**src/design/srsa_pkg.sv**
```systemverilog
// srsa_pkg: shared widths, register codes, reset values and the config bundle
// for the step-response settling analyzer. No dependencies.
`default_nettype none

package srsa_pkg;

    localparam int SAMPLE_BITS_DEF = 32;
    localparam int INDEX_BITS_DEF  = 32;

    localparam int THR_W      = 31;
    localparam int BAND_W     = 16;
    localparam int MIN_W      = 8;
    localparam int CFG_IDX_W  = 2;
    localparam int CFG_DATA_W = 31;

    localparam int OUT_CNT_W = 32;
    localparam int OVS_W     = 16;

    // overshoot scale 100 * 256 = 25600 = 25 << 10
    localparam int PCT_SHIFT     = 10;
    localparam int QUOT_W        = 17;
    localparam int DIV_PRE_SHIFT = QUOT_W - PCT_SHIFT;

    localparam logic [CFG_IDX_W-1:0] REG_CHANGE_THRESHOLD   = 2'd0;
    localparam logic [CFG_IDX_W-1:0] REG_BAND_FRACTION      = 2'd1;
    localparam logic [CFG_IDX_W-1:0] REG_MIN_SETTLE_SAMPLES = 2'd2;

    localparam logic [THR_W-1:0]  THR_RESET  = 31'd1;
    localparam logic [BAND_W-1:0] BAND_RESET = 16'd1311;
    localparam logic [MIN_W-1:0]  MIN_RESET  = 8'd5;

    localparam logic [OVS_W-1:0] OVS_SAT = '1;

    typedef struct packed {
        logic [THR_W-1:0]  change_threshold;
        logic [BAND_W-1:0] band_fraction;
        logic [MIN_W-1:0]  min_settle_samples;
    } cfg_t;

endpackage

`default_nettype wire

```
**src/design/srsa_front.sv**
```systemverilog
// srsa_front: accepts sample words, tags them with index and first-sample flag,
// flags setpoint moves and pushes them to the queue. Uses srsa_pkg.
`default_nettype none

module srsa_front #(
    parameter int SAMPLE_BITS = srsa_pkg::SAMPLE_BITS_DEF,
    parameter int INDEX_BITS  = srsa_pkg::INDEX_BITS_DEF,
    parameter int ENTRY_W     = 3 * SAMPLE_BITS + INDEX_BITS + 3
) (
    input  wire                          clk,
    input  wire                          rst_n,
    input  wire                          in_valid,
    output logic                         in_stall,
    input  wire signed [SAMPLE_BITS-1:0] setpoint,
    input  wire signed [SAMPLE_BITS-1:0] measured,
    input  wire                          last_sample,
    input  srsa_pkg::cfg_t               cfg,
    input  wire                          q_full,
    output logic                         q_push,
    output logic [ENTRY_W-1:0]           q_data
);

    localparam int SDW = SAMPLE_BITS + 1;
    localparam int DW  = (SAMPLE_BITS + 2 > srsa_pkg::THR_W + 2) ?
                         SAMPLE_BITS + 2 : srsa_pkg::THR_W + 2;

    logic signed [SAMPLE_BITS-1:0] prev_sp_reg;
    logic signed [SAMPLE_BITS-1:0] prev_cv_reg;
    logic [INDEX_BITS-1:0]         idx_reg;
    logic                          primed_reg;

    logic                 accept;
    logic signed [SDW-1:0] sp_diff;
    logic signed [DW-1:0]  diff_w;
    logic signed [DW-1:0]  thr_w;
    logic signed [DW-1:0]  diff_plus_thr;
    logic                  moved;

    assign in_stall = q_full;
    assign accept   = in_valid && !q_full;
    assign q_push   = accept;

    // |sp - prev| > thr  <=>  diff > thr  or  diff + thr < 0
    assign sp_diff       = SDW'(setpoint) - SDW'(prev_sp_reg);
    assign diff_w        = DW'(sp_diff);
    assign thr_w         = signed'(DW'(cfg.change_threshold));
    assign diff_plus_thr = diff_w + thr_w;
    assign moved         = primed_reg && ((diff_w > thr_w) || diff_plus_thr[DW-1]);

    assign q_data = {last_sample, moved, primed_reg, idx_reg, prev_cv_reg, measured, setpoint};

    always_ff @(posedge clk or negedge rst_n)
    begin
        if (!rst_n)
        begin
            idx_reg    <= '0;
            primed_reg <= 1'b0;
        end
        else if (accept)
        begin
            if (last_sample)
            begin
                idx_reg    <= '0;
                primed_reg <= 1'b0;
            end
            else
            begin
                idx_reg    <= idx_reg + 1'b1;
                primed_reg <= 1'b1;
            end
        end
    end

    always_ff @(posedge clk)
    begin
        if (accept)
        begin
            prev_sp_reg <= setpoint;
            prev_cv_reg <= measured;
        end
    end

endmodule

`default_nettype wire

```
**src/design/srsa_queue.sv**
```systemverilog
// srsa_queue: two-word queue between front and back of the settling analyzer.
// No package dependencies.
`default_nettype none

module srsa_queue #(
    parameter int WIDTH = 32
) (
    input  wire              clk,
    input  wire              rst_n,
    input  wire              push,
    input  wire [WIDTH-1:0]  push_data,
    output logic             full,
    input  wire              pop,
    output logic [WIDTH-1:0] pop_data,
    output logic             empty
);

    localparam int DEPTH = 2;
    localparam int PTR_W = $clog2(DEPTH);

    logic [WIDTH-1:0] mem [DEPTH];
    logic [PTR_W-1:0] wr_ptr_reg;
    logic [PTR_W-1:0] rd_ptr_reg;
    logic [PTR_W:0]   count_reg;

    assign full     = (count_reg == (PTR_W + 1)'(DEPTH));
    assign empty    = (count_reg == '0);
    assign pop_data = mem[rd_ptr_reg];

    always_ff @(posedge clk or negedge rst_n)
    begin
        if (!rst_n)
        begin
            wr_ptr_reg <= '0;
            rd_ptr_reg <= '0;
            count_reg  <= '0;
        end
        else
        begin
            if (push)
                wr_ptr_reg <= wr_ptr_reg + 1'b1;
            if (pop)
                rd_ptr_reg <= rd_ptr_reg + 1'b1;
            if (push && !pop)
                count_reg <= count_reg + 1'b1;
            else if (pop && !push)
                count_reg <= count_reg - 1'b1;
        end
    end

    always_ff @(posedge clk)
    begin
        if (push)
            mem[wr_ptr_reg] <= push_data;
    end

    a_no_overflow: assert property (@(posedge clk) disable iff (!rst_n)
        push |-> !full) else $error("queue push while full");

    a_no_underflow: assert property (@(posedge clk) disable iff (!rst_n)
        pop |-> !empty) else $error("queue pop while empty");

    a_count_range: assert property (@(posedge clk) disable iff (!rst_n)
        count_reg <= (PTR_W + 1)'(DEPTH)) else $error("queue count out of range");

endmodule

`default_nettype wire

```
**src/design/srsa_back.sv**
```systemverilog
// srsa_back: sequencer that runs the step test per word: open/peak update,
// shift-add band check, serial overshoot divide, result register. Uses srsa_pkg.
`default_nettype none

module srsa_back #(
    parameter int SAMPLE_BITS = srsa_pkg::SAMPLE_BITS_DEF,
    parameter int INDEX_BITS  = srsa_pkg::INDEX_BITS_DEF,
    parameter int ENTRY_W     = 3 * SAMPLE_BITS + INDEX_BITS + 3
) (
    input  wire                                clk,
    input  wire                                rst_n,
    input  srsa_pkg::cfg_t                     cfg,
    input  wire                                q_empty,
    input  wire [ENTRY_W-1:0]                  q_data,
    output logic                               q_pop,
    output logic                               out_valid,
    input  wire                                out_stall,
    output logic [srsa_pkg::OUT_CNT_W-1:0]     settling_samples,
    output logic [srsa_pkg::OUT_CNT_W-1:0]     rise_time_tenths,
    output logic [srsa_pkg::OVS_W-1:0]         overshoot_pct,
    output logic                               settled_seen
);

    localparam int SB     = SAMPLE_BITS;
    localparam int IB     = INDEX_BITS;
    localparam int SDW    = SB + 1;
    localparam int SPW    = (SB + 2 > srsa_pkg::THR_W + 2) ? SB + 2 : srsa_pkg::THR_W + 2;
    localparam int SMW    = SPW - 1;
    localparam int ACC_W  = SMW + srsa_pkg::BAND_W;
    localparam int TCW    = (SDW > srsa_pkg::THR_W) ? SDW : srsa_pkg::THR_W;
    localparam int D3W    = SDW + 2;
    localparam int A25_W  = SDW + 5;
    localparam int REM_W  = SDW + 1;
    localparam int QW     = srsa_pkg::QUOT_W;
    localparam int CNT_W  = $clog2(QW);
    localparam int OCW    = srsa_pkg::OUT_CNT_W;
    localparam int RTW    = (IB + 2 > OCW + 1) ? IB + 2 : OCW + 1;
    localparam logic [CNT_W-1:0] MUL_LAST = CNT_W'(srsa_pkg::BAND_W - 1);
    localparam logic [CNT_W-1:0] DIV_LAST = CNT_W'(QW - 1);

    typedef enum logic [8:0] {
        S_IDLE = 9'b0_0000_0001,
        S_OPEN = 9'b0_0000_0010,
        S_SPAN = 9'b0_0000_0100,
        S_MAG  = 9'b0_0000_1000,
        S_MUL  = 9'b0_0001_0000,
        S_CMP  = 9'b0_0010_0000,
        S_OVS  = 9'b0_0100_0000,
        S_DIV  = 9'b0_1000_0000,
        S_DONE = 9'b1_0000_0000
    } state_t;

    // control
    state_t                        state_reg, state_next;
    logic                          open_reg, open_next;
    logic                          any_settled_reg, any_settled_next;
    logic [IB-1:0]                 held_settle_reg, held_settle_next;
    logic [srsa_pkg::OVS_W-1:0]    held_ovs_reg, held_ovs_next;
    logic [CNT_W-1:0]              cnt_reg, cnt_next;
    logic                          out_valid_reg, out_valid_next;

    // payload
    logic signed [SB-1:0]          it_sp_reg, it_sp_next;
    logic signed [SB-1:0]          it_cv_reg, it_cv_next;
    logic signed [SB-1:0]          it_pcv_reg, it_pcv_next;
    logic [IB-1:0]                 it_idx_reg, it_idx_next;
    logic                          it_primed_reg, it_primed_next;
    logic                          it_moved_reg, it_moved_next;
    logic                          it_last_reg, it_last_next;
    logic [IB-1:0]                 start_idx_reg, start_idx_next;
    logic signed [SB-1:0]          step_sp_reg, step_sp_next;
    logic signed [SB-1:0]          start_val_reg, start_val_next;
    logic signed [SB-1:0]          peak_reg, peak_next;
    logic [SDW-1:0]                err_reg, err_next;
    logic signed [SPW-1:0]         span_sum_reg, span_sum_next;
    logic [IB-1:0]                 dist_reg, dist_next;
    logic [ACC_W-1:0]              mcand_reg, mcand_next;
    logic [ACC_W-1:0]              acc_reg, acc_next;
    logic [srsa_pkg::BAND_W-1:0]   band_sh_reg, band_sh_next;
    logic [SDW-1:0]                dsp_reg, dsp_next;
    logic [SDW-1:0]                aov_reg, aov_next;
    logic [REM_W-1:0]              rem_reg, rem_next;
    logic [QW-1:0]                 nlow_reg, nlow_next;
    logic [QW-1:0]                 quot_reg, quot_next;
    logic [OCW-1:0]                settle_out_reg, settle_out_next;
    logic [OCW-1:0]                rise_out_reg, rise_out_next;
    logic [srsa_pkg::OVS_W-1:0]    ovs_out_reg, ovs_out_next;
    logic                          seen_out_reg, seen_out_next;

    // datapath
    logic signed [SB-1:0]  e_sp, e_cv, e_pcv;
    logic [IB-1:0]         e_idx;
    logic                  e_primed, e_moved, e_last;
    logic signed [SDW-1:0] cv_sp_diff;
    logic [SDW-1:0]        err_mag;
    logic [SMW-1:0]        span_mag;
    logic signed [SDW-1:0] dsp_diff;
    logic [SDW-1:0]        dsp_mag;
    logic signed [SDW-1:0] pk_diff;
    logic [SDW-1:0]        pk_mag;
    logic [ACC_W-1:0]      err_scaled;
    logic                  close_test;
    logic [D3W-1:0]        dsp3;
    logic [A25_W-1:0]      a25;
    logic [REM_W-1:0]      div_trial;
    logic                  div_ge;
    logic [QW-1:0]         quot_shift;
    logic [RTW-1:0]        settle_w;
    logic [RTW-1:0]        rise_w;
    logic                  out_free;

    assign e_sp     = q_data[SB-1:0];
    assign e_cv     = q_data[2*SB-1:SB];
    assign e_pcv    = q_data[3*SB-1:2*SB];
    assign e_idx    = q_data[3*SB+IB-1:3*SB];
    assign e_primed = q_data[3*SB+IB];
    assign e_moved  = q_data[3*SB+IB+1];
    assign e_last   = q_data[3*SB+IB+2];

    assign cv_sp_diff = SDW'(it_cv_reg) - SDW'(it_sp_reg);
    assign err_mag    = cv_sp_diff[SDW-1] ? SDW'(-cv_sp_diff) : SDW'(cv_sp_diff);
    assign span_mag   = span_sum_reg[SPW-1] ? SMW'(-span_sum_reg) : SMW'(span_sum_reg);
    assign dsp_diff   = SDW'(step_sp_reg) - SDW'(start_val_reg);
    assign dsp_mag    = dsp_diff[SDW-1] ? SDW'(-dsp_diff) : SDW'(dsp_diff);
    assign pk_diff    = SDW'(peak_reg) - SDW'(step_sp_reg);
    assign pk_mag     = pk_diff[SDW-1] ? SDW'(-pk_diff) : SDW'(pk_diff);

    // err * 2^16 < band * span
    assign err_scaled = ACC_W'(err_reg) << srsa_pkg::BAND_W;
    assign close_test = (err_scaled < acc_reg) &&
                        (dist_reg > IB'(cfg.min_settle_samples));

    assign dsp3 = D3W'(dsp_reg) + (D3W'(dsp_reg) << 1);
    // x25
    assign a25  = (A25_W'(aov_reg) << 4) + (A25_W'(aov_reg) << 3) + A25_W'(aov_reg);

    assign div_trial  = {rem_reg[REM_W-2:0], nlow_reg[QW-1]};
    assign div_ge     = (div_trial >= REM_W'(dsp_reg));
    assign quot_shift = {quot_reg[QW-2:0], div_ge};

    assign settle_w = RTW'(held_settle_reg);
    assign rise_w   = RTW'(held_settle_reg) + (RTW'(held_settle_reg) << 1);
    assign out_free = !out_valid_reg || !out_stall;

    always_comb
    begin
        state_next       = state_reg;
        open_next        = open_reg;
        any_settled_next = any_settled_reg;
        held_settle_next = held_settle_reg;
        held_ovs_next    = held_ovs_reg;
        cnt_next         = cnt_reg;
        out_valid_next   = out_valid_reg;
        it_sp_next       = it_sp_reg;
        it_cv_next       = it_cv_reg;
        it_pcv_next      = it_pcv_reg;
        it_idx_next      = it_idx_reg;
        it_primed_next   = it_primed_reg;
        it_moved_next    = it_moved_reg;
        it_last_next     = it_last_reg;
        start_idx_next   = start_idx_reg;
        step_sp_next     = step_sp_reg;
        start_val_next   = start_val_reg;
        peak_next        = peak_reg;
        err_next         = err_reg;
        span_sum_next    = span_sum_reg;
        dist_next        = dist_reg;
        mcand_next       = mcand_reg;
        acc_next         = acc_reg;
        band_sh_next     = band_sh_reg;
        dsp_next         = dsp_reg;
        aov_next         = aov_reg;
        rem_next         = rem_reg;
        nlow_next        = nlow_reg;
        quot_next        = quot_reg;
        settle_out_next  = settle_out_reg;
        rise_out_next    = rise_out_reg;
        ovs_out_next     = ovs_out_reg;
        seen_out_next    = seen_out_reg;
        q_pop            = 1'b0;

        if (out_valid_reg && !out_stall)
            out_valid_next = 1'b0;

        unique case (state_reg)
            S_IDLE:
            begin
                if (!q_empty)
                begin
                    q_pop          = 1'b1;
                    it_sp_next     = e_sp;
                    it_cv_next     = e_cv;
                    it_pcv_next    = e_pcv;
                    it_idx_next    = e_idx;
                    it_primed_next = e_primed;
                    it_moved_next  = e_moved;
                    it_last_next   = e_last;
                    state_next     = S_OPEN;
                end
            end
            S_OPEN:
            begin
                err_next = err_mag;
                if (it_primed_reg && !open_reg && it_moved_reg)
                begin
                    open_next      = 1'b1;
                    start_idx_next = it_idx_reg;
                    step_sp_next   = it_sp_reg;
                    start_val_next = it_pcv_reg;
                    peak_next      = it_cv_reg;
                end
                else if (it_primed_reg && open_reg && (it_cv_reg > peak_reg))
                    peak_next = it_cv_reg;
                if (it_primed_reg && (open_reg || it_moved_reg))
                    state_next = S_SPAN;
                else
                    state_next = S_DONE;
            end
            S_SPAN:
            begin
                span_sum_next = SPW'(it_sp_reg) - SPW'(start_val_reg) +
                                signed'(SPW'(cfg.change_threshold));
                dist_next     = it_idx_reg - start_idx_reg;
                state_next    = S_MAG;
            end
            S_MAG:
            begin
                mcand_next   = ACC_W'(span_mag);
                acc_next     = '0;
                band_sh_next = cfg.band_fraction;
                cnt_next     = '0;
                state_next   = S_MUL;
            end
            S_MUL:
            begin
                if (band_sh_reg[0])
                    acc_next = acc_reg + mcand_reg;
                mcand_next   = mcand_reg << 1;
                band_sh_next = band_sh_reg >> 1;
                cnt_next     = cnt_reg + 1'b1;
                if (cnt_reg == MUL_LAST)
                    state_next = S_CMP;
            end
            S_CMP:
            begin
                if (close_test)
                begin
                    open_next        = 1'b0;
                    held_settle_next = dist_reg;
                    any_settled_next = 1'b1;
                    dsp_next         = dsp_mag;
                    aov_next         = pk_mag;
                    state_next       = S_OVS;
                end
                else
                    state_next = S_DONE;
            end
            S_OVS:
            begin
                if (TCW'(dsp_reg) > TCW'(cfg.change_threshold))
                begin
                    if (D3W'(aov_reg) >= dsp3)
                    begin
                        held_ovs_next = srsa_pkg::OVS_SAT;
                        state_next    = S_DONE;
                    end
                    else
                    begin
                        rem_next   = REM_W'(a25 >> srsa_pkg::DIV_PRE_SHIFT);
                        nlow_next  = {a25[srsa_pkg::DIV_PRE_SHIFT-1:0],
                                      srsa_pkg::PCT_SHIFT'(0)};
                        quot_next  = '0;
                        cnt_next   = '0;
                        state_next = S_DIV;
                    end
                end
                else
                begin
                    held_ovs_next = '0;
                    state_next    = S_DONE;
                end
            end
            S_DIV:
            begin
                rem_next  = div_ge ? div_trial - REM_W'(dsp_reg) : div_trial;
                quot_next = quot_shift;
                nlow_next = nlow_reg << 1;
                cnt_next  = cnt_reg + 1'b1;
                if (cnt_reg == DIV_LAST)
                begin
                    held_ovs_next = quot_shift[QW-1] ? srsa_pkg::OVS_SAT :
                                    quot_shift[srsa_pkg::OVS_W-1:0];
                    state_next    = S_DONE;
                end
            end
            S_DONE:
            begin
                if (!it_last_reg)
                    state_next = S_IDLE;
                else if (out_free)
                begin
                    settle_out_next  = (|settle_w[RTW-1:OCW]) ? '1 : settle_w[OCW-1:0];
                    rise_out_next    = (|rise_w[RTW-1:OCW]) ? '1 : rise_w[OCW-1:0];
                    ovs_out_next     = held_ovs_reg;
                    seen_out_next    = any_settled_reg;
                    out_valid_next   = 1'b1;
                    open_next        = 1'b0;
                    any_settled_next = 1'b0;
                    held_settle_next = '0;
                    held_ovs_next    = '0;
                    state_next       = S_IDLE;
                end
            end
            default:
                state_next = S_IDLE;
        endcase
    end

    always_ff @(posedge clk or negedge rst_n)
    begin
        if (!rst_n)
        begin
            state_reg       <= S_IDLE;
            open_reg        <= 1'b0;
            any_settled_reg <= 1'b0;
            held_settle_reg <= '0;
            held_ovs_reg    <= '0;
            cnt_reg         <= '0;
            out_valid_reg   <= 1'b0;
        end
        else
        begin
            state_reg       <= state_next;
            open_reg        <= open_next;
            any_settled_reg <= any_settled_next;
            held_settle_reg <= held_settle_next;
            held_ovs_reg    <= held_ovs_next;
            cnt_reg         <= cnt_next;
            out_valid_reg   <= out_valid_next;
        end
    end

    always_ff @(posedge clk)
    begin
        it_sp_reg      <= it_sp_next;
        it_cv_reg      <= it_cv_next;
        it_pcv_reg     <= it_pcv_next;
        it_idx_reg     <= it_idx_next;
        it_primed_reg  <= it_primed_next;
        it_moved_reg   <= it_moved_next;
        it_last_reg    <= it_last_next;
        start_idx_reg  <= start_idx_next;
        step_sp_reg    <= step_sp_next;
        start_val_reg  <= start_val_next;
        peak_reg       <= peak_next;
        err_reg        <= err_next;
        span_sum_reg   <= span_sum_next;
        dist_reg       <= dist_next;
        mcand_reg      <= mcand_next;
        acc_reg        <= acc_next;
        band_sh_reg    <= band_sh_next;
        dsp_reg        <= dsp_next;
        aov_reg        <= aov_next;
        rem_reg        <= rem_next;
        nlow_reg       <= nlow_next;
        quot_reg       <= quot_next;
        settle_out_reg <= settle_out_next;
        rise_out_reg   <= rise_out_next;
        ovs_out_reg    <= ovs_out_next;
        seen_out_reg   <= seen_out_next;
    end

    assign out_valid        = out_valid_reg;
    assign settling_samples = settle_out_reg;
    assign rise_time_tenths = rise_out_reg;
    assign overshoot_pct    = ovs_out_reg;
    assign settled_seen     = seen_out_reg;

    a_div_rem_bound: assert property (@(posedge clk) disable iff (!rst_n)
        (state_reg == S_DIV) |-> (rem_reg < REM_W'(dsp_reg)))
        else $error("divider remainder not below divisor");

    a_close_updates: assert property (@(posedge clk) disable iff (!rst_n)
        (state_reg == S_CMP && close_test) |=> (!open_reg && any_settled_reg))
        else $error("closed test left open or not recorded");

    a_result_on_last: assert property (@(posedge clk) disable iff (!rst_n)
        $rose(out_valid_reg) |-> $past(state_reg == S_DONE && it_last_reg))
        else $error("result word without a last sample");

endmodule

`default_nettype wire

```
**src/design/step_response_settling_analyzer_core.sv**
```systemverilog
// Sequence: each popped word runs the open/peak update; with a test open it then runs
// span, a 16-step band multiply and the close test, and a closing test can add a 17-step divide.
// The back-end sequencer handles one word at a time and pops the next only when done;
// a two-word queue lets the input take words while the back end works.
// Reset: async active low; config returns to defaults, state and queue clear.
`default_nettype none

module step_response_settling_analyzer_core #(
    parameter int SAMPLE_BITS = srsa_pkg::SAMPLE_BITS_DEF,
    parameter int INDEX_BITS  = srsa_pkg::INDEX_BITS_DEF
) (
    input  wire                               clk,
    input  wire                               rst_n,
    input  wire                               in_valid,
    output logic                              in_stall,
    input  wire signed [SAMPLE_BITS-1:0]      setpoint,
    input  wire signed [SAMPLE_BITS-1:0]      measured,
    input  wire                               last_sample,
    output logic                              out_valid,
    input  wire                               out_stall,
    output logic [srsa_pkg::OUT_CNT_W-1:0]    settling_samples,
    output logic [srsa_pkg::OUT_CNT_W-1:0]    rise_time_tenths,
    output logic [srsa_pkg::OVS_W-1:0]        overshoot_pct,
    output logic                              settled_seen,
    input  wire                               cfg_we,
    input  wire [srsa_pkg::CFG_IDX_W-1:0]     cfg_index,
    input  wire [srsa_pkg::CFG_DATA_W-1:0]    cfg_wdata
);

    localparam int ENTRY_W = 3 * SAMPLE_BITS + INDEX_BITS + 3;

    srsa_pkg::cfg_t     cfg_reg;
    logic               q_push;
    logic               q_pop;
    logic               q_full;
    logic               q_empty;
    logic [ENTRY_W-1:0] q_wdata;
    logic [ENTRY_W-1:0] q_rdata;

    always_ff @(posedge clk or negedge rst_n)
    begin
        if (!rst_n)
        begin
            cfg_reg.change_threshold   <= srsa_pkg::THR_RESET;
            cfg_reg.band_fraction      <= srsa_pkg::BAND_RESET;
            cfg_reg.min_settle_samples <= srsa_pkg::MIN_RESET;
        end
        else if (cfg_we)
        begin
            unique case (cfg_index)
                srsa_pkg::REG_CHANGE_THRESHOLD:
                    cfg_reg.change_threshold <= cfg_wdata[srsa_pkg::THR_W-1:0];
                srsa_pkg::REG_BAND_FRACTION:
                    cfg_reg.band_fraction <= cfg_wdata[srsa_pkg::BAND_W-1:0];
                srsa_pkg::REG_MIN_SETTLE_SAMPLES:
                    cfg_reg.min_settle_samples <= cfg_wdata[srsa_pkg::MIN_W-1:0];
                default:
                    cfg_reg <= cfg_reg;
            endcase
        end
    end

    srsa_front #(
        .SAMPLE_BITS (SAMPLE_BITS),
        .INDEX_BITS  (INDEX_BITS),
        .ENTRY_W     (ENTRY_W)
    ) u_front (
        .clk         (clk),
        .rst_n       (rst_n),
        .in_valid    (in_valid),
        .in_stall    (in_stall),
        .setpoint    (setpoint),
        .measured    (measured),
        .last_sample (last_sample),
        .cfg         (cfg_reg),
        .q_full      (q_full),
        .q_push      (q_push),
        .q_data      (q_wdata)
    );

    srsa_queue #(
        .WIDTH (ENTRY_W)
    ) u_queue (
        .clk       (clk),
        .rst_n     (rst_n),
        .push      (q_push),
        .push_data (q_wdata),
        .full      (q_full),
        .pop       (q_pop),
        .pop_data  (q_rdata),
        .empty     (q_empty)
    );

    srsa_back #(
        .SAMPLE_BITS (SAMPLE_BITS),
        .INDEX_BITS  (INDEX_BITS),
        .ENTRY_W     (ENTRY_W)
    ) u_back (
        .clk              (clk),
        .rst_n            (rst_n),
        .cfg              (cfg_reg),
        .q_empty          (q_empty),
        .q_data           (q_rdata),
        .q_pop            (q_pop),
        .out_valid        (out_valid),
        .out_stall        (out_stall),
        .settling_samples (settling_samples),
        .rise_time_tenths (rise_time_tenths),
        .overshoot_pct    (overshoot_pct),
        .settled_seen     (settled_seen)
    );

endmodule

`default_nettype wire

```
**config.mk**
```make
export PLATFORM = sky130hd
export DESIGN_NAME = step_response_settling_analyzer_core
export DESIGN_NICKNAME = d
export VERILOG_FILES = /design/src/design/srsa_pkg.sv /design/src/design/srsa_front.sv /design/src/design/srsa_queue.sv /design/src/design/srsa_back.sv /design/src/design/step_response_settling_analyzer_core.sv
export SDC_FILE = /design/constraint.sdc
export NUM_CORES = 2
export LEC_CHECK = 0
export ABC_AREA = 1
export BUFFER_PORTS_ARGS = -buffer_cell sky130_fd_sc_hd__buf_2
export CAP_MARGIN = 20
export CORE_MARGIN = 4
export CORE_UTILIZATION = 50
export DETAILED_ROUTE_END_ITERATION = 6
export PLACE_DENSITY = 0.66
export SKIP_CTS_REPAIR_TIMING = 1
export SLEW_MARGIN = 20
export SYNTH_ARGS = -nofsm -noshare
export SYNTH_HDL_FRONTEND = slang
export SYNTH_HIERARCHICAL = 1
export SYNTH_SLANG_ARGS = --single-unit
```
**constraint.sdc**
```tcl
create_clock -name clk -period 10.4 [get_ports clk]
set_input_delay 0.52 -clock clk [delete_from_list [all_inputs] [get_ports clk]]
set_output_delay 0.52 -clock clk [all_outputs]
set_load 0.1 [all_outputs]
```
# Word level (Yosys, flattened, before mapping)
# Memories as Yosys holds them, arrays and structs flattened. A register that Yosys moved wholly into a read port is not among the register bits.
# Index checks and enable logic that the tools add are counted.
# Widths: inputs -> output; s select.
# classes
n_shift	0
muxes	63
n_reduce_logical	47
bitwise_logic	1
add_sub_neg	24
eq_ne	26
div	0
multipliers	0
magnitude_cmp	7
# ops
cell	n
$mux 32	9
$pmux 49 s2	2
$sub 32x32->33	5
$mux 33	4
$neg 33->33	4
$mux 16	8
$mux 9	9
$pmux 9 s9	1
$pmux 33 s2	1
$pmux 16 s2	2
$pmux 32 s2	1
$add 49x49->49	1
$lt 49x49->1	1
$mux 49	1
$pmux 16 s3	1
$add 37x36->38	1
$add 38x33->38	1
$add 33x34->35	1
$ge 33x35->1	1
$add 32x33->34	1
$add 33x32->34	1
$add 34x32->34	1
$ge 34x33->1	1
$mux 17	2
46 further kinds	108
# word_totals
elab_cells	208
in_bits	103
ram_bits	262
memories	1
register_bits	775
out_inout_bits	83
latchBits	0
mem_bits_ro	0
# memory_table
name	words	width	read_ports	rd_ports_with_merged_regs	wr	line_no	rtl
u_queue.mem	2	131	1	1	1	srsa_queue.sv:21	logic [WIDTH-1:0] mem [DEPTH];

# Logic depth before layout (Yosys ltp)
# logic_depth
ltp_word	7
ltp_mapped	29
ltp_nobuf	29

# By module
# The synthesis kept the hierarchy.
# modules_own_cells
mod	instances	area_each_um2	seq_area_each_um2	cells_per_inst
srsa_back	1	55807.3	21897.3	7040
srsa_queue	1	9990.8	7967.6	433
srsa_front	1	7835.0	2747.6	979
step_response_settling_analyzer_core	1	2242.2	1388.8	243

# Worst setup path before layout
# Ideal clock, no wire load.
# synth_timing
kind	input -> register
from	input in_valid
to	memory u_queue/mem[0][0] in the netlist's numbering (enable)
arrival_time_ps	8505
stages	5
path_buffers	1
required_ps	9777
setup_time_ps	623
setup_slack_ps	1272
path_cell_list	inv_1 > nor2_2 > clkbuf_1 > inv_1 > nor2_1
# synth_via
elab_chain_cells	3
# synth_lines
element	line_no	rtl
start: declaration	step_response_settling_analyzer_core.sv:14	input wire in_valid,
$logic_and 1x1->1	srsa_front.sv:40	assign accept = in_valid && !q_full;
named net q_push	step_response_settling_analyzer_core.sv:33	logic q_push;
$mux 1	srsa_queue.sv:53	if (push)
$mux 1 (not written as such)	srsa_queue.sv:54	mem[wr_ptr_reg] <= push_data;
end: declaration	srsa_queue.sv:21	
# The timed path passes the listed nets, and every way through them passes these cells.

# Worst setup path in the final report
# layout_timing
from	register u_back.dsp_reg[1]
to	register u_back.rem_reg[23] (enable)
# layout_via
elab_chain_cells	4
elab_cells_between_ends	6
classes_between	add/sub (1); order compare (2); eq/ne (2); reduce/logical (1)
# layout_lines
element	line_no	rtl
start: declaration	srsa_back.sv:80	logic [SDW-1:0] dsp_reg, dsp_next;
start signal: assignment	srsa_back.sv:362	dsp_reg <= dsp_next;
$add 33x34->35	srsa_back.sv:133	assign dsp3 = D3W'(dsp_reg) + (D3W'(dsp_reg) << 1);
$ge 33x35->1	srsa_back.sv:262	if (D3W'(aov_reg) >= dsp3)
$ne 2x2->1 (no line)	n/a	
$reduce_and 3->1 (no line) (*)	n/a	
end signal: assignment	srsa_back.sv:364	rem_reg <= rem_next;
end: declaration	srsa_back.sv:82	logic [REM_W-1:0] rem_reg, rem_next;
# Every way passes the cells marked *; elsewhere a longest branch is shown, timed or not.
# A chain may end at the register's enable or synchronous reset.

==> impl_results.md <==
* #FFs+latches synth at 1,158
* Cell Area, Synth at roughly 76,000 um^2
* Hold violation count in the final report at 0
* DRT Pass-1 Iters at 7
* Final min period at 5.42 ns
* Ys Warns at 6
* Reg2reg path depth at 25
* Startpoint types: register
* Cell Pwr Density at ~250 nW/um^2
* Total global-route track usage at 0.286
* Worst min path class: input port to register
* Final WL at 231,000 um
* Proportion of layout cells with a drive suffix above 1 at 0.0796
* CTS H-tree lvls at 3
* GR Overflow Total at 0
* Sw frac at 0.422
* Gp weighted congestion at 1.04
* PortBufs at between 150 and 200
* Reg2Reg Setup Slack at around 5 ns
* Worst setup path endpoint: u_back/rem_reg[23]$_DFFE_PP_
* CP Max Fanout at 56
* Post-route insts no fill at ~11,000
* Lkg Pwr at 37.5 nW
* Crit path max-delay family: compound AO/OA/AOI/OAI gates
* Switching pwr at 8.98 mW
* Via count at 60,700
* Register area share after synthesis at 0.448
* Vias in the first global route at around 58,000
* Clk_skew at 0.0973 ns
* Initial Utilization at 0.505
* Final ANT Viol Nets at 0
* Die ar. at 158,000 um^2
* Max-cap violation count at 0
* Num CTS Buffers at 120
* Reg2reg start: u_back/dsp_reg[1]$_DFFE_PP_
* Fin crit share at 0.521
* Outcome: finished, violations left
* Max FFs per register at around 260
* IO Count at 186
* Syn Area/Cell at between 8 and 9 um^2
* Combinational share of power at 0.442
* Initial antenna violation count at 3
* Nets at 9,696
* Core box area at 150,000 um^2
* Syn Inst Count at between 8,000 and 9,000
* Sum of buffers and inverters on the critical path at 3
* Reg power frac at 0.344
* RSZ-0062 raised after global routing: false
* Worst VDD drop at 0.335 mV
* Distinct cells, synth at 71
* DRT iter0 DRCs at 5,171
* Crit-path slowest cell: buf_4
* Synthesized net count at 9,457
* Post-synth EDFFs at roughly 1,000
* PnR Total Power at roughly 21 mW
* Crit path required time at 10.76 ns
* Worst Path Arrival at 5.78 ns
* Setup crit start: u_back/dsp_reg[1]$_DFFE_PP_
* Crit path largest cell delay at slightly above 0.6 ns
* Die Wd at between 300 and 400 um
* Root buf cell: clkbuf_16
* Remaining DRCs at 13
* Clk pin slew, worst setup/hold paths at 0.06 ns
* Largest net degree at the start of global routing at between 80 and 90
* Max Slew Vio Count at 0
* Post-synth ARST share at 0.136
* Violated checks: DRC
* Final TNS setup at 0 ns
* Final setup fails at 0
* Height of the die at slightly below 400 um
* Via density per instance at 5.49
* Placed insts at 10,761
* Global-route wire length before repair at approximately 350,000 um
* Predominant post-synthesis flop cell: edfxtp_1
* Later-pin clock latency in the skew report at 0.80 ns
* Clock power share at 0.214
* Max Root-Sink Buffers at 3
* Crit path kind: register to register
* Clock Sinks at 1,158
* Crit. End Element: register
* Layout area overhead at 10.1%
* DPL Wire Length at 186,000 um
* Finished Core Util at 0.556
* Int Power at 12.3 mW
* RR Endpoint: u_back/rem_reg[23]$_DFFE_PP_
* Row Count at 142
* Crit. path cell count at 25
* FMAX at 0.184 GHz
* Worst slew pin tran at 1.12 ns
* Cell repeated most along the worst path: nand2_1
* WL per Instance at 20.9 um
* Slew HR at 0.245
* TritonCTS clock tree: done
stage by stage:
step | instance area (um^2) | hold WS, ns | setup slack [ns]
4_1_cts | 82900 | -0.204 | 4.97
2_1_floorplan | 75900 | 0.224 | 1.27
3_3_place_gp | 78600 | 0.402 | 5.09
3_5_place_dp | 78600 | 0.405 | 4.98
6_report | 83500 | 0.0312 | 4.98
5_1_grt | 83500 | -0.000695 | 4.47
cells in the mapped netlist, types with 21 or more instances:
| library cell | instances | area (um^2) |
|---|---|---|
| a21o_1 | 42 | 315 |
| a21oi_1 | 574 | 2870 |
| a31oi_1 | 41 | 257 |
| buf_2 | 35 | 175 |
| buf_4 | 75 | 563 |
| clkbuf_1 | 40 | 150 |
| dfrtp_1 | 146 | 3650 |
| edfxtp_1 | 1001 | 30100 |
| fa_1 | 70 | 1400 |
| ha_1 | 589 | 7370 |
| inv_1 | 1341 | 5030 |
| mux2_2 | 51 | 574 |
| mux2_4 | 80 | 1200 |
| nand2_1 | 2070 | 7770 |
| nand2_2 | 31 | 194 |
| nand3_1 | 362 | 1810 |
| nand3b_1 | 42 | 315 |
| nand4_1 | 155 | 970 |
| nor2_1 | 774 | 2910 |
| nor2_2 | 21 | 131 |
| nor3_1 | 112 | 561 |
| nor4_1 | 48 | 300 |
| o211ai_1 | 27 | 203 |
| o21a_1 | 30 | 225 |
| o21ai_0 | 345 | 1730 |
| o21ai_1 | 29 | 145 |
| o21bai_1 | 57 | 428 |
| or2_2 | 22 | 138 |
| xnor2_1 | 116 | 1020 |
| xor2_1 | 183 | 1600 |
layout make-up:
cell class	instances	area (um^2)
fillers	13619	66800
multi-input cells	6011	35800
flip-flops and latches	1158	34000
inverters	1360	5110
clock buffers	141	3130
well taps	2016	2520
repair buffers	283	1840
clock inverters	89	1130
diodes	1	2.50
routing by layer:
| metal | vias to the layer above | wire [um] | share of wire | GRT usage |
|---|---|---|---|---|
| li1 | 29465 | - | - | - |
| met1 | 28878 | 107000 | 0.46 | 0.420 |
| met2 | 1966 | 100000 | 0.43 | 0.438 |
| met3 | 387 | 14400 | 0.063 | 0.0372 |
| met4 | 4 | 8850 | 0.038 | 0.0987 |
| met5 | - | 34 | 0.00015 | 0 |
worst min path at each step:
stage                                                from                            endpoint  depth (start not counted)
final                                        cfg_wdata[0]             cfg_reg[24]$_DFFE_PN1P_                          3
after global routing                          setpoint[9]         u_queue/mem[0][9]$_DFFE_PP_                          1
after CTS                                           rst_n      u_front/idx_reg[0]$_DFFE_PN0P_                          1
after detailed placement  u_back/it_pcv_reg[11]$_DFFE_PP_  u_back/start_val_reg[11]$_DFFE_PP_                          0
after global placement    u_back/it_pcv_reg[17]$_DFFE_PP_  u_back/start_val_reg[17]$_DFFE_PP_                          0
after floorplan                                     rst_n             cfg_reg[13]$_DFFE_PN0P_                          0
worst reg2reg max path: cells and delay by family, from the launching register on:
kind	cells	cell delay [ns]
buffers and inverters	3	0.77
flip-flops	1	0.46
adder cells (fa/ha/maj)	3	0.94
AND/OR/NAND/NOR	11	1.13
AO/OA/AOI/OAI	7	1.54
XOR/XNOR	1	0.19
power by group through the flow:
stage	sequential, mW	combinational, mW	clock, mW
finish	7.31	9.41	4.55
global route	7.38	10.5	4.85
CTS	7.29	9.26	4.65
detailed placement	7.38	9.21	0
global placement	7.35	9.13	0
floorplan	7.13	6.64	0
cells by family (layout without fill, tap and decap cells):
logic type | after synthesis | count (layout) | synth area share
buffers and inverters | 1526 | 1873 | 0.0811
xor gates and xnor gates | 307 | 307 | 0.0362
and+or+nand+nor | 3690 | 3690 | 0.206
AOI/OAI and AO/OA | 1224 | 1224 | 0.0900
other | 0 | 1 | 0
muxes | 131 | 131 | 0.0234
DFF | 1158 | 1158 | 0.448
adders and majority gates | 659 | 659 | 0.116
cells in the final DEF (no fill, tap or decap), types with 16 or more instances in the layout:
| cell type | instances |
|---|---|
| nor2_2 | 19 |
| inv_2 | 16 |
| o211ai_1 | 27 |
| bufinv_16 | 18 |
| o21ai_0 | 344 |
| clkinv_1 | 23 |
| mux2_2 | 51 |
| o21bai_1 | 57 |
| o21a_1 | 30 |
| inv_1 | 1338 |
| xnor2_1 | 116 |
| nand4_1 | 155 |
| nor2_1 | 769 |
| dlygate4sd3_1 | 66 |
| edfxtp_1 | 1001 |
| or2_2 | 22 |
| o21ai_1 | 29 |
| mux2_4 | 80 |
| nand3b_1 | 42 |
| nor3_1 | 110 |
| a21o_1 | 42 |
| clkbuf_1 | 17 |
| nand2_1 | 2068 |
| clkinv_2 | 24 |
| ha_1 | 589 |
| nand3_1 | 362 |
| dfrtp_1 | 145 |
| xor2_1 | 183 |
| a21oi_1 | 573 |
| nand2_2 | 33 |
| clkbuf_16 | 121 |
| buf_4 | 31 |
| a31oi_1 | 41 |
| fa_1 | 70 |
| buf_2 | 184 |
| nor4_1 | 48 |
Note: power is estimated with default switching activity, not from simulation.
